$ cat config.mk
export PLATFORM = sky130hd
export DESIGN_NAME = qvr_round_sat
export DESIGN_NICKNAME = d
export VERILOG_FILES = /design/src/design/qvr_pkg.sv /design/src/design/qvr_round_sat.sv
export SDC_FILE = /design/constraint.sdc
export NUM_CORES = 1
export LEC_CHECK = 0
export BUFFER_PORTS_ARGS = -buffer_cell sky130_fd_sc_hd__buf_2
export CAP_MARGIN = 20
export CORE_ASPECT_RATIO = 0.6
export CORE_UTILIZATION = 40
export CTS_BUF_LIST = sky130_fd_sc_hd__clkbuf_4
export DETAILED_ROUTE_END_ITERATION = 10
export GPL_TIMING_DRIVEN = 0
export SLEW_MARGIN = 20
export SYNTH_ARGS = -nofsm -noshare
export SYNTH_HDL_FRONTEND = slang
export SYNTH_SLANG_ARGS = --single-unit
$ cat constraint.sdc
create_clock -name i_clk -period 6.8 [get_ports i_clk]
set_input_delay 1.7 -clock i_clk [delete_from_list [all_inputs] [get_ports i_clk]]
set_output_delay 1.7 -clock i_clk [all_outputs]
set_load 0.02 [all_outputs]
$ cat src/design/qvr_pkg.sv
// Shared constants and types for the quaternion vector rotation pipeline.
// No dependencies; every other design file imports this package.
`timescale 1ns / 1ps
`default_nettype none

package qvr_pkg;

    // Default fraction bits of the Q1.F quaternion parts.
    localparam int FRAC_BITS_DEF = 14;
    // Default width of one vector component.
    localparam int VEC_BITS_DEF = 24;
    // Fixed width of one quaternion part.
    localparam int QUAT_BITS = 16;
    // Width of a quaternion part after negation, which can reach +2^15.
    localparam int QNEG_BITS = QUAT_BITS + 1;
    // Low slice of the first product that is multiplied separately.
    localparam int SPLIT_BITS = 16;
    // Number of register stages from input transfer to output register.
    localparam int PIPE_DEPTH = 5;

    // One quaternion part and one negated or extended quaternion part.
    typedef logic signed [QUAT_BITS-1:0] t_quat;
    typedef logic signed [QNEG_BITS-1:0] t_qneg;

endpackage : qvr_pkg

`default_nettype wire

$ cat src/design/qvr_round_sat.sv
// Output stage: joins high and low sums, rounds half up by 2*FRAC_BITS,
// saturates to the vector width and holds the result. Uses qvr_pkg.
`timescale 1ns / 1ps
`default_nettype none

module qvr_round_sat import qvr_pkg::*; #(
    parameter int FRAC_BITS = FRAC_BITS_DEF,
    parameter int VEC_BITS  = VEC_BITS_DEF
) (
    input  wire logic                                  i_clk,
    input  wire logic                                  i_rst_n,
    input  wire logic                                  i_valid,
    output logic                                       o_ready,
    input  wire logic signed [VEC_BITS+QUAT_BITS+3:0]  i_hs [3],
    input  wire logic signed [SPLIT_BITS+QNEG_BITS+2:0] i_ls [3],
    output logic                                       o_valid,
    input  wire logic                                  i_ready,
    output logic signed [VEC_BITS-1:0]                 o_rot [3],
    output logic                                       o_sat
);

    localparam int HSW = VEC_BITS + QUAT_BITS + 4;
    localparam int SW  = HSW + SPLIT_BITS + 1;

    localparam logic signed [SW-1:0] C_HALF = SW'(1) <<< (2 * FRAC_BITS - 1);
    localparam logic signed [SW-1:0] C_VMAX = (SW'(1) <<< (VEC_BITS - 1)) - SW'(1);
    localparam logic signed [SW-1:0] C_VMIN = -C_VMAX - SW'(1);

    logic                       r_vld;
    logic                       en;
    logic signed [SW-1:0]       sum [3];
    logic signed [SW-1:0]       rnd [3];
    logic                [2:0]  clip;
    logic signed [VEC_BITS-1:0] n_rot [3];
    logic signed [VEC_BITS-1:0] r_rot [3];
    logic                       r_sat;

    assign en      = !r_vld || i_ready;
    assign o_ready = en;
    assign o_valid = r_vld;

    always_ff @(posedge i_clk) begin
        if (!i_rst_n) begin
            r_vld <= 1'b0;
        end else if (en) begin
            r_vld <= i_valid;
        end
    end

    // Full product, plus half an output step, floored by 2*FRAC_BITS.
    always_comb begin
        for (int c = 0; c < 3; c++) begin
            sum[c] = (SW'(i_hs[c]) <<< SPLIT_BITS) + SW'(i_ls[c]) + C_HALF;
            rnd[c] = sum[c] >>> (2 * FRAC_BITS);
            if (rnd[c] > C_VMAX) begin
                n_rot[c] = C_VMAX[VEC_BITS-1:0];
                clip[c]  = 1'b1;
            end else if (rnd[c] < C_VMIN) begin
                n_rot[c] = C_VMIN[VEC_BITS-1:0];
                clip[c]  = 1'b1;
            end else begin
                n_rot[c] = rnd[c][VEC_BITS-1:0];
                clip[c]  = 1'b0;
            end
        end
    end

    always_ff @(posedge i_clk) begin
        if (en) begin
            r_rot <= n_rot;
            r_sat <= |clip;
        end
    end

    assign o_rot = r_rot;
    assign o_sat = r_sat;

endmodule : qvr_round_sat

`default_nettype wire

==> Word level (Yosys, flattened, before mapping) <==
Index checks and enable logic that the tools add are counted.
{ "classes": {"addsub": 6, "magnitude_cmp": 6, "muxes": 9, "reduce_logical": 3} }
{ "op_table": {"columns": ["operator", "count"], "rows": [
  ["adder 60 x 36 -> 61 bit", 3],
  ["adder 61 x 29 -> 61 bit, second input constant", 3],
  ["greater-than comparator 33 x 24 -> 1 bit, second input constant", 3],
  ["less-than comparator 33 x 24 -> 1 bit, second input constant", 3],
  ["two-way mux 24 bit", 3],
  ["two-way mux 1 bit", 6],
  ["OR reduction 3 bit", 1],
  ["zero test 1 bit", 1],
  ["logical OR 1 bit", 1]
]} }
{ "word_totals": {"ff_bits": 74, "input_bits": 244, "wordCells": 29} }

==> Depth between registers and ports, before layout <==
{ "logic_depth": {"ltp_word": 6, "mapped_depth": 16} }

==> Least setup slack after synthesis <==
OpenSTA, ideal clock, no wires.
{ "synth_timing": {"path_type": "input to output", "startpoint": "input port i_ready", "endpoint": "output port o_ready", "t_arrival_ns": 3.638, "setup_slack_ns": 1.462, "cell_stages": 1, "cell_sequence": "nand2b_1"} }
{ "synth_via": {"elab_chain_cells": 1} }
{ "synth_rtl": {"columns": ["element", "line_no", "rtl"], "rows": [
  ["start, declared", "qvr_round_sat.sv:17", "input wire logic i_ready,"],
  ["logical OR 1 bit", "qvr_round_sat.sv:38", "assign en = !r_vld || i_ready;"],
  ["end, declared", "qvr_round_sat.sv:13", "output logic o_ready,"]
]} }
Every way passes these cells.

==> Final worst setup path <==
{ "layout_timing": {"startpoint": "input port i_ls[35] (netlist name)", "endpoint": "register r_rot (netlist bit o_rot[19]) (data pin)"} }
{ "layout_via": {"elab_chain_cells": 4, "elab_cells_between_ends": 5} }
{ "layout_rtl": {"columns": ["element", "line_no", "rtl"], "rows": [
  ["start, declared", "qvr_round_sat.sv:15", "input wire logic signed [SPLIT_BITS+QNEG_BITS+2:0] i_ls [3],"],
  ["adder 60 x 36 -> 61 bit *", "qvr_round_sat.sv:53", "sum[c] = (SW'(i_hs[c]) <<< SPLIT_BITS) + SW'(i_ls[c]) + C_HALF;"],
  ["adder 61 x 29 -> 61 bit *", "qvr_round_sat.sv:53", null],
  ["less-than comparator 33 x 24 -> 1 bit", "qvr_round_sat.sv:58", "end else if (rnd[c] < C_VMIN) begin"],
  ["two-way mux 24 bit", "qvr_round_sat.sv:58", null],
  ["end signal, assigned", "qvr_round_sat.sv:70", "r_rot <= n_rot;"],
  ["end, declared", "qvr_round_sat.sv:35", "logic signed [VEC_BITS-1:0] r_rot [3];"]
]} }
Mark *: on every way between the ends. The rest lies on a longest branch, timed or not.
A chain may end at the register's enable or synchronous reset.

==> impl_metrics.env <==
export IMPL_status="completed"
export IMPL_synthAdderAreaFrac_pct=27.4
export IMPL_r2r_end="o_rot[51]"
export IMPL_drv_slew=0
export IMPL_cp_end_kind="register"
export IMPL_routedWlPerCell_microns=18.2
export IMPL_grt_first_pass_wirelength_microns=56600
export IMPL_clk_path_buf_depth=2
export IMPL_dieArea_sq_um=29800
export IMPL_synth_top_family_by_area="compound AO/OA/AOI/OAI gates"
export IMPL_wl_met2_microns=13200
export IMPL_leakage_nw=6.88
export IMPL_rows=47
export IMPL_grt_max_degree=51
export IMPL_rsz0062_at_grt="no"
export IMPL_irDropWorstVdd_mv=0.0763
export IMPL_io_buffers=270
export IMPL_wl_met3_microns=2790
export IMPL_tightest_slew_ns=0.844
export IMPL_antenna_found_initial=1
export IMPL_cts_made_buffers=9
export IMPL_skew_ns=0.0247
export IMPL_fin_crit_sh_pct=85.2
export IMPL_place_gp_congestion=0.922
export IMPL_max_freq_mhz=173
export IMPL_yosys_register_bits=74
export IMPL_synth_nets=1827
export IMPL_die_h_microns=134
export IMPL_hpwl_microns=30400
export IMPL_synth_xor_area_share_pct=6.54
export IMPL_cts_resized=0
export IMPL_ys_seq_area_share_pct=19.0
export IMPL_hold_buffers=0
export IMPL_final_cell_count_no_fill=1983
export IMPL_power_total_w=0.00263
export IMPL_die_w_microns=222
export IMPL_top_layer="met4"
export IMPL_overflow=0
export IMPL_synth_compound_area_share_pct=29.1
export IMPL_synth_edf_count=73
export IMPL_clock_latency_ns=0.50
export IMPL_yosys_warnings=0
export IMPL_async_flop_share_pct=0
export IMPL_syn_to_final_growth_pct=17.2
export IMPL_ctsHtreeMaxLevel=3
export IMPL_critPathBufInv=3
export IMPL_synthFlopType="edfxtp_1"
export IMPL_period_minus_slack_ns=5.79
export IMPL_hold_class="register to register"
export IMPL_num_vias=11500
export IMPL_core_area_sq_um=28100
export IMPL_relSlewSlack_pct=43.4
export IMPL_final_util_pct=48.6
export IMPL_setup_violations=0
export IMPL_cp_arrival_ns=6.15
export IMPL_crit_path_end="o_rot[19]"
export IMPL_p_per_area_nw_per_um2=193
export IMPL_root_buffer="clkbuf_4"
export IMPL_viasPerCell=5.79
export IMPL_reg2reg_from="o_valid"
export IMPL_synthSimpleGateAreaFrac_pct=14.5
export IMPL_cp_slowest_stage_delay_ns=0.55
export IMPL_grt_pass1_vias=10200
export IMPL_crit_start="i_ls[35]"
export IMPL_ff2ff_path_depth=2
export IMPL_fillers=2746
export IMPL_synth_area_mux_share_pct=0.258
export IMPL_hold_viol=0
export IMPL_remaining_drc_errors=0
export IMPL_synth_cell_types=79
export IMPL_syn_area_sq_um=11600
export IMPL_layout_drive_gt1_share_pct=21.8
export IMPL_antenna_left=0
export IMPL_place_area_sq_um=13500
export IMPL_cts_tree="done"
export IMPL_cp_max_fo=25
export IMPL_syn_avg_cell_area_sq_um=8.76
export IMPL_cp_depth=16
export IMPL_first_iter_violations=957
export IMPL_wl_met1_microns=19800
export IMPL_cp_required_ns=7.16
export IMPL_dpl_cell_count=1966
export IMPL_clkSinkCount=74
export IMPL_nets=2109
export IMPL_synthCells=1328
export IMPL_cts_setup_buffers=0
export IMPL_worst_path_dominant_cell_family="compound AO/OA/AOI/OAI gates"
export IMPL_gr_usage_all_layers_pct=24.0
export IMPL_worstSetupStartpointType="input pin"
export IMPL_final_area_sq_um=13600
export IMPL_ff2ff_setup_slack_ns=5.42
export IMPL_crit_type="input pin to register"
export IMPL_crit_slowest_cell="a41oi_2"
export IMPL_clkSlewWorstSetupHoldPaths_ns=0.16
export IMPL_maxCapViolCount=0
export IMPL_drt_wl_total_microns=36000
export IMPL_dr_pass1_iters=5
export IMPL_ios=319
export IMPL_start_util_pct=41.5
export IMPL_path_cells="buf_2, ha_1, ha_1, buf_2, a211oi_1, o21ai_0, nor3_1, o211ai_1, a31oi_2, o31ai_2, and4_1, a2111oi_4, nor3_2, a41oi_2, buf_4, a21o_1"
[routing by layer]
metal / up-vias / global-route usage [%]
met5: - / 0
met4: 0 / 3.36
met3: 21 / 3.68
met2: 452 / 30.6
met1: 5300 / 40.6
li1: 5702 / -
[cells by family after synthesis]
kind of cell               after synthesis
AOI/OAI and AO/OA                      489
and+or+nand+nor                        338
adders and majority gates              255
xor gates and xnor gates                86
buffers and inverters                   83
DFF                                     74
muxes                                    3
[flip-flops by register name (all words and copies together) (netlist names)]
register	cells
o_rot	72
o_valid	1
o_sat	1
[cell type report]
cell class | count | area, sq um | area share, %
multi-input cells | 1171 | 9070 | 66.5
diodes | 1 | 2.50 | 0.0184
clock inverters | 7 | 81.3 | 0.597
inverters | 46 | 173 | 1.27
well taps | 367 | 459 | 3.37
flip-flops and latches | 74 | 2210 | 16.2
clock buffers | 9 | 67.6 | 0.496
repair buffers | 271 | 1380 | 10.1
plain buffers | 37 | 190 | 1.40
[cells in the mapped netlist, types with 3 or more instances]
cell | n | area [sq um]
or3_1 | 10 | 62.6
o21ai_1 | 8 | 40.0
o31ai_1 | 7 | 52.6
a31o_2 | 4 | 35.0
a21boi_0 | 7 | 52.6
a211oi_1 | 16 | 120
and3_1 | 23 | 144
a21o_2 | 3 | 26.3
o2111ai_1 | 6 | 52.6
a211o_1 | 3 | 26.3
a31oi_1 | 17 | 106
nor2_1 | 60 | 225
and2_1 | 9 | 56.3
a22oi_1 | 3 | 22.5
xnor2_1 | 52 | 455
o211ai_1 | 14 | 105
nand3_1 | 25 | 125
buf_4 | 4 | 30.0
ha_1 | 255 | 3190
edfxtp_1 | 73 | 2190
nand2b_1 | 8 | 50.1
xor2_1 | 33 | 289
a41oi_1 | 4 | 35.0
mux2i_1 | 3 | 30.0
a21o_1 | 114 | 856
nand4_1 | 33 | 206
nand2_1 | 109 | 409
o21bai_1 | 16 | 120
and4_1 | 6 | 52.6
o21a_1 | 22 | 165
o21ai_0 | 66 | 330
inv_1 | 46 | 173
clkbuf_1 | 14 | 52.6
nor3_1 | 26 | 130
nor2b_1 | 7 | 43.8
or2_2 | 4 | 25.0
a21oi_1 | 128 | 641
o31a_1 | 5 | 43.8
nor4_1 | 4 | 25.0
buf_2 | 16 | 80.1
nor4_2 | 4 | 50.1
a221oi_1 | 6 | 52.6
o22ai_1 | 3 | 18.8
a2111oi_0 | 4 | 35.0
[tightest hold or removal path, cell delays in order, from the launching register on]
cell	delay (ns)
dfxtp_1	0.36
nand2b_4	0.35
a21boi_0	0.15
[worst min path at each step]
stage	cells past startpoint	slack, ns	endpoint	startpoint
2_1_floorplan	2	1.84	o_valid	i_valid
3_3_place_gp	3	1.94	o_valid	i_valid
3_5_place_dp	2	0.88	o_valid	o_valid
4_1_cts	2	0.90	o_valid	o_valid
5_1_grt	2	0.92	o_valid	o_valid
6_report	2	0.88	o_valid	o_valid
[cells in the final DEF (no fill, tap or decap), types with 7 or more instances in the layout]
cell type	count
a211oi_1	16
a21boi_0	7
a21o_1	114
a21oi_1	128
a31oi_1	17
and2_1	9
and3_1	23
buf_2	286
clkbuf_1	14
clkbuf_4	9
edfxtp_1	73
ha_1	255
inv_1	46
nand2_1	109
nand2b_1	7
nand3_1	25
nand4_1	33
nor2_1	60
nor2b_1	7
nor3_1	26
o211ai_1	14
o21a_1	22
o21ai_0	66
o21ai_1	8
o21bai_1	16
o31ai_1	7
or3_1	10
xnor2_1	52
xor2_1	33
[stage by stage]
| step | setup slack (ns) | hold slack, ns | setup TNS, ns |
|---|---|---|---|
| floorplan | 1.46 | 1.84 | 0 |
| global placement | -0.0375 | 1.94 | -0.0375 |
| detailed placement | 0.636 | 0.882 | 0 |
| CTS | 1.19 | 0.904 | 0 |
| global route | 0.893 | 0.925 | 0 |
| finish | 1.01 | 0.885 | 0 |
[where the power goes]
group | total (W) | internal, W | switching (W)
Combinational | 0.00162 | 0.000613 | 0.00101
Sequential | 0.000683 | 0.000648 | 0.0000352
Clock | 0.000325 | 0.000118 | 0.000208
No activity file was read; power rests on OpenSTA's default activity.
